### src/rtl/core/gas_pkg.sv
package gas_pkg;

    // Payload widths of the request and response channels
    localparam int FUNC_W = 2;
    localparam int SLOT_W = 16;
    localparam int GEN_W  = 32;

    // Configuration port
    localparam int CFG_W       = 11;
    localparam int APB_DATA_W  = 32;
    localparam int APB_ADDR_W  = 3;
    localparam int REG_SLOT_COUNT = 0;

    // Defaults of the top-level parameters
    localparam int MAX_SLOTS_DEFAULT = 1024;
    localparam int GEN_BITS_DEFAULT  = 32;
    localparam int SLOT_COUNT_RESET  = 1024;

    // Operation codes
    localparam logic [FUNC_W-1:0] FUNC_ACQUIRE = 2'd0;
    localparam logic [FUNC_W-1:0] FUNC_RELEASE = 2'd1;
    localparam logic [FUNC_W-1:0] FUNC_CHECK   = 2'd2;

    // Slot number reported by a failed acquire
    localparam logic [SLOT_W-1:0] SLOT_NONE = '1;

endpackage

### src/rtl/core/gas_cfg.sv
module gas_cfg #(
    parameter int MAX_SLOTS = gas_pkg::MAX_SLOTS_DEFAULT,
    localparam int AW       = $clog2(MAX_SLOTS),
    localparam int CW       = $clog2(MAX_SLOTS + 1)
) (
    input  logic                           clk,
    input  logic                           rst_n,
    input  logic                           psel,
    input  logic                           penable,
    input  logic                           pwrite,
    input  logic [gas_pkg::APB_ADDR_W-1:0] paddr,
    input  logic [gas_pkg::APB_DATA_W-1:0] pwdata,
    output logic [gas_pkg::APB_DATA_W-1:0] prdata,
    output logic                           pready,
    output logic [CW-1:0]                  slot_count,
    output logic                           sweep_busy,
    output logic [AW-1:0]                  sweep_addr,
    output logic [AW-1:0]                  sweep_slot
);

    localparam int CMPW = ((CW > gas_pkg::CFG_W) ? CW : gas_pkg::CFG_W) + 1;
    localparam int RESET_COUNT = (gas_pkg::SLOT_COUNT_RESET > MAX_SLOTS) ?
                                 MAX_SLOTS : gas_pkg::SLOT_COUNT_RESET;

    logic [CW-1:0]                 slot_count_reg, slot_count_next;
    logic                          busy_reg, busy_next;
    logic [AW-1:0]                 addr_reg, addr_next;
    logic [gas_pkg::CFG_W-1:0]     wr_value;
    logic [CW-1:0]                 wr_count;
    logic [CW-1:0]                 init_slot;
    logic                          sel_slot_count;
    logic                          wr_en;

    assign sel_slot_count = (paddr[gas_pkg::APB_ADDR_W-1] == 1'(gas_pkg::REG_SLOT_COUNT));
    assign wr_en          = psel && penable && pwrite && sel_slot_count;
    assign wr_value       = pwdata[gas_pkg::CFG_W-1:0];

    // Saturate the requested count to the pool size
    always_comb
    begin
        if (CMPW'(wr_value) > CMPW'(MAX_SLOTS))
        begin
            wr_count = CW'(MAX_SLOTS);
        end
        else
        begin
            wr_count = CW'(wr_value);
        end
    end

    // A write restarts the sweep from entry zero
    always_comb
    begin
        slot_count_next = slot_count_reg;
        busy_next       = busy_reg;
        addr_next       = addr_reg;
        if (busy_reg)
        begin
            addr_next = addr_reg + AW'(1);
            if (addr_reg == AW'(MAX_SLOTS - 1))
            begin
                busy_next = 1'b0;
            end
        end
        if (wr_en)
        begin
            slot_count_next = wr_count;
            busy_next       = 1'b1;
            addr_next       = '0;
        end
    end

    always_ff @(posedge clk or negedge rst_n)
    begin
        if (!rst_n)
        begin
            slot_count_reg <= CW'(RESET_COUNT);
            busy_reg       <= 1'b1;
            addr_reg       <= '0;
        end
        else
        begin
            slot_count_reg <= slot_count_next;
            busy_reg       <= busy_next;
            addr_reg       <= addr_next;
        end
    end

    // Stack entry i starts as count-1-i, so slot 0 sits on top
    assign init_slot  = slot_count_reg - CW'(1) - CW'(addr_reg);

    assign slot_count = slot_count_reg;
    assign sweep_busy = busy_reg;
    assign sweep_addr = addr_reg;
    assign sweep_slot = init_slot[AW-1:0];
    assign pready     = 1'b1;
    assign prdata     = sel_slot_count ? gas_pkg::APB_DATA_W'(slot_count_reg) : '0;

endmodule

### config.mk
export PLATFORM = sky130hd
export DESIGN_NAME = gas_cfg
export DESIGN_NICKNAME = d
export VERILOG_FILES = /design/src/rtl/core/gas_pkg.sv /design/src/rtl/core/gas_cfg.sv
export SDC_FILE = /design/constraint.sdc
export NUM_CORES = 1
export LEC_CHECK = 0
export BUFFER_PORTS_ARGS = -buffer_cell sky130_fd_sc_hd__buf_2
export CAP_MARGIN = 20
export CORE_ASPECT_RATIO = 0.6
export CORE_UTILIZATION = 44
export CTS_BUF_LIST = sky130_fd_sc_hd__clkbuf_8
export CTS_CLUSTER_DIAMETER = 30
export CTS_CLUSTER_SIZE = 10
export DETAILED_ROUTE_END_ITERATION = 8
export PLACE_DENSITY = 0.81
export SLEW_MARGIN = 20
export SYNTH_ARGS = -nofsm -noshare
export SYNTH_HDL_FRONTEND = slang
export SYNTH_SLANG_ARGS = --single-unit
### constraint.sdc
create_clock -name clk -period 3 [get_ports clk]
set_clock_uncertainty 0.2 [all_clocks]
set_input_delay 0.45 -clock clk [delete_from_list [all_inputs] [get_ports clk]]
set_output_delay 0.45 -clock clk [all_outputs]
set_load 0.005 [all_outputs]
Word-level counts from Yosys, hierarchy flattened:

Index checks and enable logic that the tools add are counted.

* input bits: 40
* bits in registers: 22
* logic and storage cells: 20

* add/sub/neg operators: 3
* multiplexer cells: 7
* equality and inequality tests: 1
* bitwise logic cells: 1
* reduce and logical (&&, ||, !) cells: 4
* $lt $le $gt $ge: 1

Operators by type and width (number)
* $mux 11: 2
* $mux 10: 2
* $gt 11x11->1 const B: 1
* $add 10x1->10 const B: 1
* $eq 10x10->1 const B: 1
* $sub 10x1->10 const B: 1
* $sub 10x10->10: 1
* $logic_and 1x1->1: 3
* $mux 1: 3
* $reduce_bool 2->1: 1
* $not 1->1: 1

Logic depth before layout (Yosys ltp):

Gate-level depths: netlist (run 1).

* word-level depth: 4
* depth in mapped cells: 9
* gate-level depth less buffers: 9

Worst setup path before layout (run 1):

No wires, ideal clock.

* kind: register to output
* start: reg addr_reg[3], in the netlist sweep_addr[3]
* end: out sweep_slot[9]
* data arrival time: 1815 ps
* buffers on the path: 0
* stages on the path, launching flop included: 8
* slack: 535 ps
* required time: 2350 ps
* path through: dfrtp_1 inv_1 ha_1 and3_4 a2111oi_4 o21ai_2 a21oi_2 xnor2_1

* cells in the longest elaborated chain, start to end: 1

RTL lines
* from (decl): line gas_cfg.sv:27 `logic [AW-1:0] addr_reg, addr_next;`
* from (signal assigned): line gas_cfg.sv:85 `addr_reg <= addr_next;`
* $sub 10x10->10: line gas_cfg.sv:90 `assign init_slot = slot_count_reg - CW'(1) - CW'(addr_reg);`
* to (decl): line gas_cfg.sv:18 `output logic [AW-1:0] sweep_slot`

No other way between the ends.

Worst setup path in the final report (run 1):

* start: reg addr_reg[1], in the netlist sweep_addr[1]
* end: out sweep_slot[7]

Same word-level chain as after synthesis.

==> results.cfg, run 1 <==
[run_status]
outcome = finished clean

[timing]
relSlewSlack_pct = 55.40
tightest_slew_ps = 668.6
setup-tns-final_ps = 0
fmax_mhz = 347.6
hold_viol = 0
period_minus_slack_ps = 2877
setup_viol = 0
finalCritPeriodShare_pct = 95.89
holdWs_ps = 216.3
slew_violations = 0

[setup_path]
worstPathArrival_ps = 2230
cp-startpoint = sweep_addr[1]
r2r_cells = 3
r2r_slack_ps = 1240
cp_max_fo = 4
worstReg2RegStart = sweep_busy
r2r-end = sweep_addr[9]
endpoint = sweep_slot[7]
end_kind = primary output
startpoint_type = flip-flop
crit_type = reg -> out
cp.required_ps = 2350

[finish]
antenna_cells = 0
area_growth_pct = 24.15
finalCoreUtilization_pct = 59.94
largest_reg_flops = 11
fill_cells = 320
drive_gt1_share_pct = 35.86
nNetsFinal = 303

[yosys]
ys_seq_area_share_pct = 33.46
yosysWarningCount = 0
async_reset_ff_share_pct = 100.0
synth_area_um2 = 1653
yosys.area.top_type = dfrtp_1
ys.flop_type = dfrtp_1
yosys-top-cells-area = dfrtp_1, buf_4, xnor2_1
ys_seq_elements = 22
synth_top_area_share_pct = 30.28
syn_avg_cell_area_um2 = 8.886
syn_inst = 186
synth_edf_count = 0
yosys.cell_types.count = 35

[grt]
grt_overflow = 0
use_met3_pct = 7.222
grt_usage_pct = 21.06
antenna_found_initial = 0
grt_pass1_wl_mm = 6.230
grt_max_degree = 23
grt_pass1_vias = 1255
top_usage_layer = met2
use_met1_pct = 28.11
grtUsageMet2_pct = 33.05

[routing]
vias_per_cell = 5.017
vias = 1485
wire_per_inst_um = 14.01
drc = 0
drtIter0Drc = 82
wl_mm = 4.148
firstDrtPassIters = 4
ant_nets = 0

[floorplan]
num_rows = 16
core_um2 = 3423
fp.dieW_um = 81.13
io_pins = 105
die_h_um = 49.48
dieArea_um2 = 4014
start_util_pct = 48.28

[clocking]
clk_latency_ps = 270
cts_tree = built
clkSinkCount = 22
cts_inserted_buffers = 3
cts_buffer_depth = 2
clk_pin_slew_worst_paths_ps = 80
cts-root-buf = clkbuf_8
htree_num_levels = 1

[power]
clock_power_share_pct = 11.6
p_sw_share_pct = 39.97
p_int_uw = 974.7
p_comb_share_pct = 60.9
peakVddDrop_mv = 0.3984
power_switching_uw = 649.0
p_seq_share_pct = 27.5
leakagePower_uw = 0.001100
powerDensity_nw_per_um2 = 791.3

[run]
cap_violations = 0

[placement]
gp_congestion = 0.8104
detailed_place_hpwl_mm = 3.158
io_buffer_count = 59

[min_path]
holdCritPathClass = in -> reg
min_path_cells = 2
-- critical path, cell delays in order, from the launching register on --
cell       delay, ps
dfrtp_2          410
inv_1             60
ha_1             270
a21o_1           200
a2111oi_4        400
buf_4            180
o21bai_2          60
a21oi_2          140
xnor2_1          120
buf_2            130
-- per-stage QoR --
stage / worst slack [ps] / power (uW) / instance area [um^2] / instances
4_1_cts: 29.17 / 1569 / 2008 / 291
5_1_grt: -8.995 / 1764 / 2052 / 296
2_1_floorplan: 535.3 / 1009 / 1728 / 206
3_3_place_gp: 256.7 / 1278 / 1899 / 284
3_5_place_dp: 238.1 / 1306 / 1899 / 284
6_report: 123.4 / 1624 / 2052 / 296
-- cell type report --
class	count	area (um^2)	area share, %
sequential	22	556.8	27.13
tap	45	56.30	2.744
clock inverter	1	3.754	0.1829
multi-input combinational	144	983.4	47.93
clock buffer	3	41.29	2.012
timing repair buffer	67	357.8	17.44
inverter	14	52.55	2.561
-- kinds of logic (layout without fill, tap and decap cells) --
group | Yosys count | after routing | synth area share (%)
AO/OA/AOI/OAI | 26 | 26 | 12.64
AND/OR/NAND/NOR | 69 | 69 | 22.03
flip-flops | 22 | 22 | 33.46
buffers and inverters | 40 | 85 | 14.08
XOR/XNOR | 15 | 15 | 7.949
other | 2 | 22 | 0.4544
multiplexers | 1 | 1 | 0.6056
adder cells (fa/ha/maj) | 11 | 11 | 8.781
-- cell usage in the layout, fill, tap and decap left out, types with 5 or more instances in the layout --
| master | instances |
|---|---|
| nand3b_1 | 7 |
| nor2_1 | 13 |
| xnor2_1 | 15 |
| nand2_1 | 21 |
| nor2b_1 | 10 |
| conb_1 | 22 |
| inv_1 | 12 |
| o21ai_0 | 5 |
| a21oi_1 | 7 |
| buf_2 | 59 |
| ha_1 | 7 |
| buf_4 | 7 |
| dfrtp_1 | 17 |
-- power by group through the flow --
stage               clock [uW]  combinational, uW  sequential, uW
floorplan                    0                564             445
global placement             0                820             459
CTS                        192                915             462
global route               209               1100             456
finish                     189                989             446
detailed placement           0                843             462
-- metal layers --
layer | wire length (um) | vias up
li1 | - | 705
met1 | 1882 | 718
met2 | 1894 | 58
met3 | 350 | 4
met4 | 21 | 0
met5 | 0 | -
-- worst min path at each step --
stage,slack [ps],startpoint,end
after floorplan,-50,rst_n,slot_count[0]
after global placement,240,rst_n,sweep_addr[8]
after detailed placement,250,rst_n,sweep_addr[7]
after CTS,210,pwdata[5],slot_count[5]
after global routing,210,pwdata[5],slot_count[5]
final,220,pwdata[5],slot_count[5]
-- synthesized netlist by cell type (4+ instances only) --
cell type and number:
a21oi_1 7, nand3b_1 7, clkbuf_1 4, ha_1 10
inv_1 14, dfrtp_1 20, nand2_1 21, nor2b_1 10
nor2_1 13, o21ai_0 5, xnor2_1 15, buf_4 22
-- timing repair --
action	CTS	global route
endpoints found under the setup margin	2	4
endpoints found under the hold margin	20	0
hold buffers	1	0
buffers inserted	2	5
pin swaps	1	5
resized for setup	5	6
No activity file was read; power rests on OpenSTA's default activity.
==> run 2: changes to the inputs <==
Settings changed: MAX_ROUTING_LAYER from default to met4.
==> run 2 against run 1 <==
  * Via count is 1.1% lower
  * Cell count stayed put
  * Non-clock buffer count stayed put
  * Routed wire length is 0.14% higher
  * Register-to-register slack hardly changed
  * Core utilization stayed put
  * Largest power group unchanged
==> results.cfg, run 2 (synthesis gave the netlist of run 1 again) <==
[setup_path]
end_kind = primary output
crit_family = compound AO/OA/AOI/OAI gates
crit_slowest_cell = dfrtp_2
critPathMaxStageDelay_ps = 410
worstPathCellList = inv_1, ha_1, a21o_1, a2111oi_4, buf_4, o21bai_2, a21oi_2, xnor2_1, buf_2
cp.required_ps = 2350
cp_num_buf_inv = 3
worstPathArrival_ps = 2220
crit_type = reg -> out
cp_max_fo = 4
startpoint_type = flip-flop

[placement]
place_worst_setup_slack_ps = 238.1
io_buffer_count = 59
gp_congestion = 0.8223
detailed_place_hpwl_mm = 3.158

[finish]
finalCoreUtilization_pct = 59.94
layout_common_cells = buf_2, conb_1, nand2_1, dfrtp_1, xnor2_1
largest_reg_flops = 11
area_growth_pct = 24.15
multiInputGateArea_um2 = 983.4
nNetsFinal = 303
final_common_cell = buf_2
seqCellArea_um2 = 556.8
antenna_cells = 0
drive_gt1_share_pct = 35.86
fill_cells = 320

[clocking]
cts_buffer_depth = 2
cts_inserted_buffers = 3
clk_pin_slew_worst_paths_ps = 80
cts-root-buf = clkbuf_8
clk_latency_ps = 270
cts_tree = built
htree_num_levels = 1
clkSinkCount = 22

[timing]
setup_ws_ps = 126.2
period_minus_slack_ps = 2874
hold_viol = 0
relSlewSlack_pct = 57.34
setup_viol = 0
slew_violations = 0
fmax_mhz = 348.0
tightest_slew_ps = 639.4
finalCritPeriodShare_pct = 95.79

[power]
peakVddDrop_mv = 0.4005
leakagePower_uw = 0.001100
powerDensity_nw_per_um2 = 791.6
total_power_uw = 1624

[floorplan]
core_um2 = 3423
io_pins = 105
num_rows = 16
start_util_pct = 48.28
dieArea_um2 = 4014
fp.dieW_um = 81.13
die_h_um = 49.48

[grt]
antenna_found_initial = 0
grt_pass1_wl_mm = 6.230
grt_pass1_vias = 1255
grt_overflow = 0
grt_usage_pct = 21.66
grt_max_degree = 23

[routing]
firstDrtPassIters = 5
wl_mm = 4.154
ant_nets = 0
drc = 0
wire_per_inst_um = 14.03
drtIter0Drc = 91
vias = 1469
vias_per_cell = 4.963

[run]
cap_violations = 0

[run_status]
outcome = finished clean

[min_path]
holdCritPathClass = in -> reg
-- run 2: cell counts in the layout (fill, tap and decap cells not counted) --
No cell type changed its count.
-- run 2: layout make-up --
type	instances	share of cell area (%)
sequential	22	27.13
timing repair buffer	67	17.44
multi-input combinational	144	47.93
inverter	14	2.561
clock buffer	3	2.012
clock inverter	1	0.1829
tap	45	2.744
-- run 2: power by group --
| part | leakage (uW) | internal [uW] | switching [uW] |
|---|---|---|---|
| clock | 0.0000269 | 91.5 | 97.4 |
| combinational | 0.000794 | 514 | 476 |
| sequential | 0.000279 | 369 | 76.3 |
| total | 0.00110 | 975 | 650 |
-- run 2: metal layers --
layer  GRT usage (%)  up-vias  share of wire [%]
met5               -        -                  0
met3           7.037        4                 10
met1           28.22      701                 44
li1                -      707                  -
met2           33.05       57                 45
met4           4.167        0               0.60
-- run 2: final timing paths --
check                               start              to  slack (ps)  depth (start not counted)
hold reg to reg            slot_count[10]  slot_count[10]         270                          2
hold / removal                  pwdata[5]   slot_count[5]         220                          2
min in group asynchronous           rst_n   slot_count[8]         470                          2
setup reg to reg               sweep_busy   sweep_addr[9]        1230                          3
setup / recovery            sweep_addr[1]   sweep_slot[7]         130                          9
max in group asynchronous           rst_n   sweep_addr[0]        1760                          2
-- run 2: timing repair --
action / in CTS / in global routing
setup buffers: 2 / 5
endpoints found under the setup margin: 2 / 4
gates cloned: 0 / 0
hold buffers: 1 / 0
hold endpoints to repair: 20 / 0
pin swaps: 1 / 5
gates resized for setup: 5 / 6
-- run 2: per-stage QoR --
stage / hold slack (ps) / setup TNS (ps) / instance area (um^2) / instances
2_1_floorplan: -45.59 / 0 / 1728 / 206
3_3_place_gp: 236.0 / 0 / 1899 / 284
3_5_place_dp: 245.1 / 0 / 1899 / 284
4_1_cts: 208.6 / 0 / 2008 / 291
5_1_grt: 206.4 / -8.995 / 2052 / 296
6_report: 219.2 / 0 / 2052 / 296
